**config.mk**
```make
export PLATFORM = sky130hd
export DESIGN_NAME = ppb_mul16
export DESIGN_NICKNAME = d
export VERILOG_FILES = /design/src/hdl/ppb_pkg.sv /design/src/hdl/ppb_mul16.sv
export SDC_FILE = /design/constraint.sdc
export NUM_CORES = 1
export LEC_CHECK = 0
export BUFFER_PORTS_ARGS = -buffer_cell sky130_fd_sc_hd__buf_4
export CAP_MARGIN = 10
export CORE_MARGIN = 10
export CORE_UTILIZATION = 58
export DETAILED_ROUTE_END_ITERATION = 10
export PLACE_DENSITY_LB_ADDON = 0.2
export SLEW_MARGIN = 20
export SYNTH_ARGS = -nofsm -noshare
export SYNTH_HDL_FRONTEND = slang
export SYNTH_SLANG_ARGS = --single-unit
```
**constraint.sdc**
```tcl
create_clock -name clk -period 5.25 [get_ports clk]
set_input_delay 0.525 -clock clk [delete_from_list [all_inputs] [get_ports clk]]
set_output_delay 0.525 -clock clk [all_outputs]
set_load 0.005 [all_outputs]
```
**src/hdl/ppb_pkg.sv**
```systemverilog
`timescale 1ns / 1ps
package ppb_pkg;
  localparam logic [15:0] CH_MAX = 16'hFFFF;

  typedef enum logic [3:0] {
    MODE_ADD = 4'd0, MODE_SUB = 4'd1, MODE_MUL = 4'd2, MODE_SCALAR = 4'd3,
    MODE_MAX = 4'd4, MODE_MIN = 4'd5, MODE_INVERT = 4'd6, MODE_LERP = 4'd7,
    MODE_CLAMP = 4'd8, MODE_ROVER = 4'd9, MODE_CSCREEN = 4'd10, MODE_OVER = 4'd11,
    MODE_MULTIPLY = 4'd12, MODE_SCREEN = 4'd13, MODE_DARKEN = 4'd14,
    MODE_LIGHTEN = 4'd15
  } mode_t;

  typedef logic [15:0] chan_t;
  typedef chan_t [3:0] pix_t;

  // mode, both pixels and equality flag of one pair; index 0..3 = red, green, blue, alpha
  typedef struct packed {
    mode_t mode;
    pix_t  l;
    pix_t  r;
    logic  eq;
  } base_t;

  function automatic chan_t sat_add(input chan_t a, input chan_t b);
    logic [16:0] s;
    s = {1'b0, a} + {1'b0, b};
    return s[16] ? CH_MAX : s[15:0];
  endfunction

  function automatic chan_t sat_sub(input chan_t a, input chan_t b);
    return (a > b) ? chan_t'(a - b) : '0;
  endfunction

  function automatic chan_t umax(input chan_t a, input chan_t b);
    return (a > b) ? a : b;
  endfunction

  function automatic chan_t umin(input chan_t a, input chan_t b);
    return (a < b) ? a : b;
  endfunction

  // rounding step of the normalized multiply on a registered product
  function automatic chan_t norm_round(input logic [31:0] p);
    logic [32:0] x;
    logic [33:0] y;
    x = {1'b0, p} + 33'h8000;
    y = {1'b0, x} + {18'd0, x[31:16]};
    return y[31:16];
  endfunction
endpackage

```
**src/hdl/ppb_mul16.sv**
```systemverilog
`timescale 1ns / 1ps
// 16x16 multiply with registered product; rounding to /65535 is done by ppb_pkg::norm_round
module ppb_mul16 (
  input  logic              clk,
  input  logic              en,
  input  ppb_pkg::chan_t    a,
  input  ppb_pkg::chan_t    b,
  output logic [31:0]       prod_r
);
  import ppb_pkg::*;
  always_ff @(posedge clk) begin
    if (en) begin
      prod_r <= a * b;
    end
  end
endmodule

```
After elaboration in Yosys (flattened, before gate mapping)
Index checks and enable logic that the tools add are counted.
{"block": "totals", "register_bits": 32, "elab_cells": 2, "inputBits": 34, "output_inout_bits": 32}
{"block": "op_classes", "multipliers": 1}
{"op": "$mul A16 B16 Y32", "count": 1}

Longest topological paths before layout
{"block": "depth", "word_depth": 1, "ltp_mapped": 21, "ltp_nobuf": 19}

Worst setup path after synthesis
OpenSTA, ideal clock, no wires.
{"block": "synth_timing", "kind": "input port to flip-flop", "start": "input port a[14]", "end": "register prod_r[27] (data pin)", "setup_time_ps": 264, "setup_slack_ps": -456, "path_buffers": 2, "required_time_ps": 4986, "path_stages": 20, "arrival_time_ps": 5442, "cell_sequence": "clkbuf_1 > and2_1 > fa_1 > inv_1 > fa_1 > inv_1 > fa_1 > fa_1 > fa_1 > inv_1 > fa_1 > inv_1 > ha_1 > buf_6 > a21o_1 > o21bai_1 > a221o_1 > a31oi_4 > a31oi_1 > xor2_1"}
{"block": "synth_between", "elab_chain_len": 1}
{"element": "start: declaration", "line": "ppb_mul16.sv:6", "rtl": "input ppb_pkg::chan_t a,"}
{"element": "$mul A16 B16 Y32", "line": "ppb_mul16.sv:13", "rtl": "prod_r <= a * b;"}
{"element": "end signal: assignment", "line": "ppb_mul16.sv:13"}
{"element": "end: declaration", "line": "ppb_mul16.sv:8", "rtl": "output logic [31:0] prod_r"}
No other way between the ends.
A chain may end at the register's enable or synchronous reset.

Worst setup path after layout
{"block": "layout_timing", "start": "input port a[12]", "end": "register prod_r[31] (data pin)"}
The elaborated chain is that of the path after synthesis.

==> flow_metrics.env <==
export IMPL_die_area_um2=22100
export IMPL_fp_coreArea_um2=16400
export IMPL_clkSinkCount=32
export IMPL_synthXorXnorAreaFrac=0.0246
export IMPL_netlist_area_um2=9620
export IMPL_ys_flop_type="edfxtp_1"
export IMPL_rsz0062_at_grt="yes"
export IMPL_worstMarginPinSlew_ns=0.429
export IMPL_max_slew_margin=0.714
export IMPL_fp_dieH_um=149
export IMPL_synth_fa_ha_area_frac=0.539
export IMPL_post_drt_wl_per_cell_um=17.6
export IMPL_clkTransAtPathRegs_ns=0.05
export IMPL_top_register="prod_r"
export IMPL_hold_viol=0
export IMPL_cts_tree="done"
export IMPL_dp_cells=1395
export IMPL_yosys_register_bits=32
export IMPL_final_cell_count_no_fill=1416
export IMPL_synth_edf_count=32
export IMPL_synth_compound_area_frac=0.0596
export IMPL_grt_max_degree=33
export IMPL_numCtsBuffers=5
export IMPL_ys_warn_count=0
export IMPL_min_path_type="in2reg"
export IMPL_drive_above_1_share=0.265
export IMPL_track_usage=0.226
export IMPL_start_util=0.586
export IMPL_status="finished with violations"
export IMPL_cts_hold_buf=0
export IMPL_cp_arrival_ns=5.35
export IMPL_syn_inst=1036
export IMPL_die_w_um=149
export IMPL_slew_violations=0
export IMPL_path_max_fanout=8
export IMPL_hold_end="prod_r[0]$_DFFE_PP_"
export IMPL_min_delay_start="b[0]"
export IMPL_dp_hpwl_um=19800
export IMPL_maxCapViolCount=0
export IMPL_final_antenna_net_count=0
export IMPL_setup_viol_count_final=10
export IMPL_place_port_buffers=65
export IMPL_drt_iter0_markers=461
export IMPL_gr_total_overflow=0
export IMPL_post_route_drc_count=0
export IMPL_nets=1528
export IMPL_area_delta_synth_final_pct=25.8
export IMPL_violations="negative setup slack"
export IMPL_via_count=7643
export IMPL_synth_area_per_cell_um2=9.29
export IMPL_first_global_vias=8343
export IMPL_via_per_inst=5.40
export IMPL_ioPinCount=66
export IMPL_antenna_found_initial=0
export IMPL_firstDrtPassIters=5
export IMPL_largestRegisters="prod_r (32)"
export IMPL_timing_final_crit_period_ns=5.32
export IMPL_synthSimpleGateAreaFrac=0.171
export IMPL_grt_pass1_wl_um=40500
export IMPL_largest_register_ffs=32
export IMPL_cts_root_buffer_cell="clkbuf_16"
export IMPL_crit_type="in2reg"
export IMPL_syn_nets=1368
export IMPL_synth_mux_area_frac=0
export IMPL_clockBufferDepth=2
export IMPL_htree_num_levels=2
export IMPL_gp_congestion=0.882
export IMPL_worstPathRequired_ns=5.28
export IMPL_clock_fmax_ghz=0.188
export IMPL_rows=47
export IMPL_ys_seq_area_frac=0.0999
export IMPL_finalWorstSetupSlack_ns=-0.0707
export IMPL_cp_start_kind="input pin"
export IMPL_ys_async_sr_fraction=0
export IMPL_fin_crit_sh=1.01
export IMPL_worst_setup_path_end_kind="flop"
export IMPL_ys_types=47
export IMPL_diodes=0
export IMPL_postRouteWirelength_um=25000
export IMPL_synth_top_family_by_area="adder cells"
export IMPL_utilization=0.738
export IMPL_min_path_cells=2
area by class of cell:
| type | count | area (µm²) |
|---|---|---|
| Multi-Input combinational cell | 739 | 8200 |
| Sequential cell | 32 | 961 |
| Inverter | 224 | 841 |
| Tap cell | 220 | 275 |
| Fill cell | 1166 | 4310 |
| Timing Repair Buffer | 194 | 1690 |
| Clock inverter | 2 | 7.51 |
| Clock buffer | 5 | 125 |
repair_timing:
action / CTS / global route
gates resized for setup: 71 / 83
endpoints found under the setup margin: 16 / 20
pin swaps: 39 / 47
setup buffers: 4 / 8
cloned: 3 / 0
cells by family after synthesis:
logic type | Yosys count
AND/OR/NAND/NOR | 330
adder cells (fa/ha/maj) | 298
buffers and inverters | 265
AO/OA/AOI/OAI | 84
flip-flops | 32
XOR/XNOR | 27
worst max-delay path, cell delays in order:
cell and delay (ns):
buf_6 0.12, buf_4 0.13, nand2_1 0.07, fa_1 0.54, fa_2 0.45, fa_2 0.54, inv_2 0.04, fa_1 0.52
fa_1 0.53, inv_1 0.05, fa_1 0.56, inv_2 0.07, ha_4 0.31, nand2_4 0.07, nor4_4 0.27, buf_4 0.18
o21bai_4 0.09, a31oi_2 0.19, xnor2_1 0.08
layout by cell type, fill, tap and decap left out, drive strengths merged, types with 2 or more instances in the layout:
cell,count
xnor2,19
nor3,10
a21oi,22
fa,194
a41oi,2
nand4,9
o21a,2
a211oi,4
a31oi,7
edfxtp,32
nor2,15
nand2,151
nor2b,4
a31o,3
nand3,9
and2,126
inv,224
o21ai,17
xor2,8
clkbuf,5
a221o,2
clkinv,2
o21bai,5
ha,104
buf,194
a21o,12
nand2b,3
through the flow:
stage	TNS, ns	setup WS (ns)	instance area [µm²]	hold slack, ns
floorplan	-1.01	-0.228	9880	0.637
global placement	-6.53	-0.423	11200	0.925
detailed placement	-7.31	-0.485	11200	0.925
CTS	-0.0390	-0.0301	11700	0.685
global route	-2.20	-0.228	12100	0.699
finish	-0.337	-0.0707	12100	0.674
how the worst max path moves through the flow:
stage	depth (start not counted)	end	startpoint	slack (ns)
6_report	19	prod_r[31]$_DFFE_PP_	a[12]	-0.07
5_1_grt	19	prod_r[31]$_DFFE_PP_	a[12]	-0.23
4_1_cts	20	prod_r[30]$_DFFE_PP_	a[9]	-0.03
3_5_place_dp	20	prod_r[29]$_DFFE_PP_	b[7]	-0.49
3_3_place_gp	21	prod_r[26]$_DFFE_PP_	b[7]	-0.42
2_1_floorplan	18	prod_r[27]$_DFFE_PP_	b[14]	-0.23
metal layers:
layer,vias to the layer above,share of wire,global-route usage
met4,0,0.031,0.0604
met5,-,0,0
met2,245,0.54,0.408
met3,72,0.059,0.0382
li1,3473,-,-
met1,3853,0.37,0.272
cell usage after synthesis, types with 2 or more instances:
cell | number | area [µm²]
nand2b_1 | 3 | 18.8
o21ai_0 | 8 | 40.0
a31o_1 | 2 | 17.5
clkbuf_1 | 34 | 128
edfxtp_1 | 32 | 961
buf_6 | 3 | 33.8
nand4_1 | 9 | 56.3
nand2_1 | 151 | 567
ha_1 | 104 | 1300
a21o_1 | 10 | 75.1
nor3_1 | 8 | 40.0
xnor2_1 | 19 | 166
inv_1 | 224 | 841
a21o_2 | 2 | 17.5
nor2b_1 | 4 | 25.0
xor2_1 | 8 | 70.1
a41oi_1 | 2 | 17.5
fa_1 | 194 | 3880
a21oi_1 | 21 | 105
buf_2 | 3 | 15.0
nor2_1 | 15 | 56.3
nand3_1 | 9 | 45.0
a31oi_1 | 6 | 37.5
and2_1 | 126 | 788
o21ai_1 | 9 | 45.0
a211oi_1 | 3 | 22.5
nor3_2 | 2 | 20.0
o21bai_1 | 4 | 30.0
o21a_1 | 2 | 15.0
a221o_1 | 2 | 20.0
Power is left out: the tool's default activity adds up to more than one toggle a clock period on the data nets, which glitch-free logic cannot reach.
