--- src/hdl/ppb_pkg.sv ---
`timescale 1ns / 1ps
package ppb_pkg;
  localparam logic [15:0] CH_MAX = 16'hFFFF;

  typedef enum logic [3:0] {
    MODE_ADD = 4'd0, MODE_SUB = 4'd1, MODE_MUL = 4'd2, MODE_SCALAR = 4'd3,
    MODE_MAX = 4'd4, MODE_MIN = 4'd5, MODE_INVERT = 4'd6, MODE_LERP = 4'd7,
    MODE_CLAMP = 4'd8, MODE_ROVER = 4'd9, MODE_CSCREEN = 4'd10, MODE_OVER = 4'd11,
    MODE_MULTIPLY = 4'd12, MODE_SCREEN = 4'd13, MODE_DARKEN = 4'd14,
    MODE_LIGHTEN = 4'd15
  } mode_t;

  typedef logic [15:0] chan_t;
  typedef chan_t [3:0] pix_t;

  // mode, both pixels and equality flag of one pair; index 0..3 = red, green, blue, alpha
  typedef struct packed {
    mode_t mode;
    pix_t  l;
    pix_t  r;
    logic  eq;
  } base_t;

  function automatic chan_t sat_add(input chan_t a, input chan_t b);
    logic [16:0] s;
    s = {1'b0, a} + {1'b0, b};
    return s[16] ? CH_MAX : s[15:0];
  endfunction

  function automatic chan_t sat_sub(input chan_t a, input chan_t b);
    return (a > b) ? chan_t'(a - b) : '0;
  endfunction

  function automatic chan_t umax(input chan_t a, input chan_t b);
    return (a > b) ? a : b;
  endfunction

  function automatic chan_t umin(input chan_t a, input chan_t b);
    return (a < b) ? a : b;
  endfunction

  // rounding step of the normalized multiply on a registered product
  function automatic chan_t norm_round(input logic [31:0] p);
    logic [32:0] x;
    logic [33:0] y;
    x = {1'b0, p} + 33'h8000;
    y = {1'b0, x} + {18'd0, x[31:16]};
    return y[31:16];
  endfunction
endpackage

--- src/hdl/ppb_lerp.sv ---
`timescale 1ns / 1ps
// one lerp channel: registered product, then combinational add with floored shift
module ppb_lerp (
  input  logic           clk,
  input  logic           en,
  input  ppb_pkg::chan_t a,
  input  ppb_pkg::chan_t b,
  input  logic [16:0]    t,
  output ppb_pkg::chan_t res
);
  import ppb_pkg::*;
  logic [32:0] prod_r;
  logic        neg_r;
  chan_t       a_r;
  chan_t       d;
  logic [33:0] q;

  always_comb begin
    d = (b >= a) ? chan_t'(b - a) : chan_t'(a - b);
  end

  always_ff @(posedge clk) begin
    if (en) begin
      prod_r <= d * t;
      neg_r  <= (b < a);
      a_r    <= a;
    end
  end

  always_comb begin
    q = {1'b0, prod_r} + (neg_r ? 34'hFFFF : 34'd0);
    res = neg_r ? chan_t'(a_r - q[31:16]) : chan_t'(a_r + q[31:16]);
  end
endmodule
--- config.mk ---
export PLATFORM = sky130hd
export DESIGN_NAME = ppb_lerp
export DESIGN_NICKNAME = d
export VERILOG_FILES = /design/src/hdl/ppb_pkg.sv /design/src/hdl/ppb_lerp.sv
export SDC_FILE = /design/constraint.sdc
export NUM_CORES = 1
export LEC_CHECK = 0
export BUFFER_PORTS_ARGS = -buffer_cell sky130_fd_sc_hd__buf_2
export CAP_MARGIN = 20
export CORE_MARGIN = 1
export CORE_UTILIZATION = 55
export DETAILED_ROUTE_END_ITERATION = 10
export PLACE_DENSITY = 0.73
export SYNTH_ARGS = -nofsm -noshare
export SYNTH_HDL_FRONTEND = slang
export SYNTH_SLANG_ARGS = --single-unit
export TNS_END_PERCENT = 5
--- constraint.sdc ---
create_clock -name clk -period 11.5 [get_ports clk]
set_clock_uncertainty 0.15 [all_clocks]
set_input_delay 2.3 -clock clk [delete_from_list [all_inputs] [get_ports clk]]
set_output_delay 2.3 -clock clk [all_outputs]
set_load 0.05 [all_outputs]
[Word level (Yosys, flattened, before mapping)]
Cells that the tools add are included.
Operators by class
  add/sub/neg operators: 5
  multipliers: 1
  $lt $le $gt $ge: 2
  mux-type cells: 3
Operator list (count)
  two-way mux 16 bit: 3
  subtractor 16 bit: 3
  adder 32 x 16 -> 32 bit: 1
  multiplier 16 x 17 -> 32 bit: 1
  adder 16 bit: 1
  >= comparator 16 bit: 1
  < comparator 16 bit: 1
Storage, ports and cells
  bits in registers: 49
  input port bits: 51
  output and inout port bits: 16
  logic and storage cells: 14

[Logic depth before layout (Yosys ltp)]
  depth after elaboration: 4
  gate-level depth with buffers: 37
  gate-level depth less buffers: 34

[Worst setup path before layout]
No wires, ideal clock.
  kind: input port to flip-flop
  start point: input a[9]
  end point: register prod_r[31] (data pin)
  setup time: 0.259 ns
  data arrival time: 9.991 ns
  required time: 11.091 ns
  slack: 1.100 ns
  stages: 33
  buffers on the path: 3
  path through: inv_1 -> ha_1 -> buf_2 -> nand4_1 -> nor4_2 -> nor3_1 -> a21oi_2 -> nand2_2 -> buf_6 -> or3_1 -> o31a_1 -> xor2_1 -> buf_2 -> nand2_1 -> fa_1 -> fa_1 -> fa_1 -> inv_1 -> fa_1 -> fa_1 -> inv_1 -> fa_1 -> inv_1 -> ha_1 -> a21oi_1 -> o21ai_0 -> a31o_2 -> a2111oi_0 -> o31a_1 -> nor2_1 -> a311oi_1 -> a21oi_1 -> xnor2_1
Between the ends
  longest elaborated chain between the ends: 3
  elaborated cells between the ends (all ways): 5
  classes of those cells: add/sub (2); mul (1); order compare (1); mux (1)
Ends and longest elaborated chain
  start, declared: RTL line ppb_lerp.sv:6  | input ppb_pkg::chan_t a,
  subtractor 16 bit or >= comparator 16 bit (tied branches): RTL line ppb_lerp.sv:19  | d = (b >= a) ? chan_t'(b - a) : chan_t'(a - b);
  two-way mux 16 bit *: RTL line ppb_lerp.sv:19
  multiplier 16 x 17 -> 32 bit *: RTL line ppb_lerp.sv:24  | prod_r <= d * t;
  end signal, assigned: RTL line ppb_lerp.sv:24
  end, declared: RTL line ppb_lerp.sv:12  | logic [32:0] prod_r;
Every way passes the cells marked *; elsewhere a longest branch is shown, timed or not.
A chain may end at the register's enable or synchronous reset.

[Worst setup path after layout]
  start point: input b[0]
  end point: register prod_r[30] (data pin)
Between the ends
  longest elaborated chain between the ends: 3
  elaborated cells between the ends (all ways): 5
  classes of those cells: add/sub (2); mul (1); order compare (1); mux (1)
Ends and longest elaborated chain
  start, declared: RTL line ppb_lerp.sv:7  | input ppb_pkg::chan_t b,
  subtractor 16 bit or >= comparator 16 bit (tied branches): RTL line ppb_lerp.sv:19
  two-way mux 16 bit *: RTL line ppb_lerp.sv:19
  multiplier 16 x 17 -> 32 bit *: RTL line ppb_lerp.sv:24
Marked as above.

==> impl_summary.md <==
Synth
Synthesis instantiated 72 different standard cells from the library. The share of synthesized flip-flops with an asynchronous set or reset is 0%. The sequential share of the synthesized area is 10.9%.

In the post-synthesis netlist, the biggest area contributors are fa_1 (31%), ha_1 (15%), edfxtp_1 (11%). After technology mapping, the gate count stands at 1497. Yosys printed 0 warnings. The largest total area in the synthesized netlist belongs to fa_1. In the synthesized netlist the dominant register cell turns out to be edfxtp_1. The number of nets handed over by synthesis was 1921. The number of synthesized register bits is 49. A synthesized cell averages 8.99 µm².

The mapped netlist covers 0.0135 mm². The number of enable flip-flop cells after synthesis is 49. The area share of the largest cell type after synthesis is 31.2%.

Placed design
The HPWL reported at the end of detailed placement is 26200 µm. The placed standard-cell area is 0.0141 mm². In this run the tool buffered the top-level ports with 66 buffer cells. The total placed cells including tap cells is 1858. At the end of routability-driven placement, the weighted congestion stood at 0.952.

Clock tree
The CTS H-tree depth is 2. The sink count of the clock tree is 49. The number of hold buffers added after CTS is 0. The tree is rooted in a clkbuf_16.

Clock tree synthesis inserted a total of 5 buffers. The clock slew at the register clock pins of the worst setup and hold paths is 70 ps. The TritonCTS clock tree is done. The buffers inserted during post-CTS setup optimization is 0.

The maximum buffer depth of the clock tree is 2. Once the clock tree was built, the resizer swapped 0 gates to a different size.

Cells and area
In the layout the commonest cells are inv_1 (286), fa_1 (210), nand2_1 (172). The number of antenna diodes in the final layout is 0. The number of nets in the final layout is 1971. The cell area after layout is 0.0143 mm². From synthesis to final layout, the design area changed by 6.25%. The register area is 0.00147 mm².

Leaving out fill and tap cells, the most frequent cell in the layout is inv_1. Of the cells placed in the final design, the portion with a size suffix greater than 1 is 7.96%. The finished layout holds 1865 standard cells, fillers aside. The count of filler cells inserted in the layout is 2079. The area occupied by multi-input gates is 0.0107 mm².

STA
The fmax is 0.0917 GHz. In this run the tightest slew margin relative to its limit is 41.2%. Setup repair after global routing left no endpoint under its margin. The smallest clock period supported by the final layout is computed as 10900 ps.

The total setup violations reported at the end of the flow is 0. The share of the cycle needed by the critical path after routing is 94.8%. For the final routed database, the setup TNS stands at 0 ps. The final hold violation count is 0. For the pin with the worst max-slew slack, the measured transition is 876 ps.

The final number of max-transition violations was 0. Hold timing on the final database bottoms out at a slack of 2050 ps.

Routing
The routed design uses 1790 µm of met3 wire. The number of DRC markers in iteration 0 is 557. The count of nets left with antenna violations after detail routing is 0. After detailed routing, the average wire length per cell comes to 16.9 µm. The remaining design rule violation count is 0. The uppermost layer routed is met4. The first detailed-routing pass took 5 iterations. Wire segments on met2 add up to 15300 µm in the final route. The number of vias per cell is 5.56. The number of vias after detailed routing is 10400. For this block, the routed nets add up to 31500 µm of wire.

The detailed router put a total of 13800 µm of wire on met1.

Global route
Summed over all layers, the global routing overflow is 0. The first global-routing pass estimated 52400 µm of wire. The via count of the first global-routing pass came to 10800.

For this run, the total global-route usage over all layers was measured as 26.7%. The largest net degree at the start of global routing is 50. The number of antenna violations at the first check in global routing is 0.

Worst hold path
The path class of the tightest hold or removal check is in -> reg. Counting instances, the worst hold path has a depth of 1.

Setup path
The critical path endpoint category is a flip-flop. The arrival time at the worst endpoint is 10800 ps. The critical path class is in -> reg. The number of buffers and inverters on the critical path is 8. In this design, the critical path's most frequently occurring cell is fa_1. The largest incremental delay on the critical path is 640 ps. The total number of cells along the worst setup path is 35. At the worst endpoint, the required time is 11400 ps. The launching element type of the critical path is an input pin. The cell with the biggest individual delay on the critical path is xnor2_1.

In this run the worst path has a maximum fanout of 9. The largest delay contributor family on the critical path is adder cells.

Floorplan
The x dimension of the die is 158 µm. Pin placement for this block handled 67 I/O pins. The floorplan step defined a die boundary enclosing 0.0251 mm². The vertical extent of the die is 158 µm. For this configuration, the core starts out at a cell density of 56.7%. The total core area is 0.0238 mm². In this run the core area contains 56 standard-cell rows.

Run status
The run finished with clean final reports.

Flow run
Max-cap violations in this run came to 0.
flip-flops by register name, summed over array words and instances (netlist names):
signal	cells
a_r	16
neg_r	1
prod_r	32
worst paths after layout:
path	start	endpoint	slack [ps]
worst min-delay path	a[15]	a_r[15]$_DFFE_PP_	2050
worst max-delay path	b[0]	prod_r[30]$_DFFE_PP_	600
synthesized netlist by cell type, drive strengths merged, types with 9 or more instances:
master,n
nand3,13
xor2,19
buf,17
ha,163
fa,210
and2,99
clkbuf,29
nor3,15
edfxtp,49
a31oi,10
nand2,173
inv,286
o21a,9
xnor2,59
a21oi,77
nor2b,26
o21ai,37
or3b,10
a21o,27
nand2b,19
nor2,46
through the flow:
step | worst slack [ps] | util [%]
floorplan | 1100 | -
global placement | 191 | 59.5
detailed placement | 52.3 | 59.5
CTS | 357 | 60.0
global route | 99.0 | 60.2
finish | 599 | 60.2
layer usage:
| metal | vias up | global-route usage, % |
|---|---|---|
| met3 | 48 | 2.64 |
| met2 | 358 | 47.1 |
| met4 | 0 | 7.01 |
| li1 | 4878 | - |
| met5 | - | 0 |
| met1 | 5083 | 34.9 |
area by class of cell:
type / count / area share (%)
clock buffer: 5 / 0.875
clock inverter: 1 / 0.0350
inverter: 286 / 7.51
multi-input combinational: 1116 / 74.9
sequential: 49 / 10.3
tap: 319 / 2.79
timing repair buffer: 89 / 3.61
cells by family after synthesis:
logic type | after synthesis | synth area share, %
muxes | 9 | 0.688
xor gates and xnor gates | 79 | 5.41
adders and majority gates | 373 | 46.4
and+or+nand+nor | 440 | 16.5
AOI/OAI and AO/OA | 215 | 10.4
DFF | 49 | 10.9
buffers and inverters | 332 | 9.62
Power is left out: the tool's default activity adds up to more than one toggle a clock period on the data nets, which glitch-free logic cannot reach.
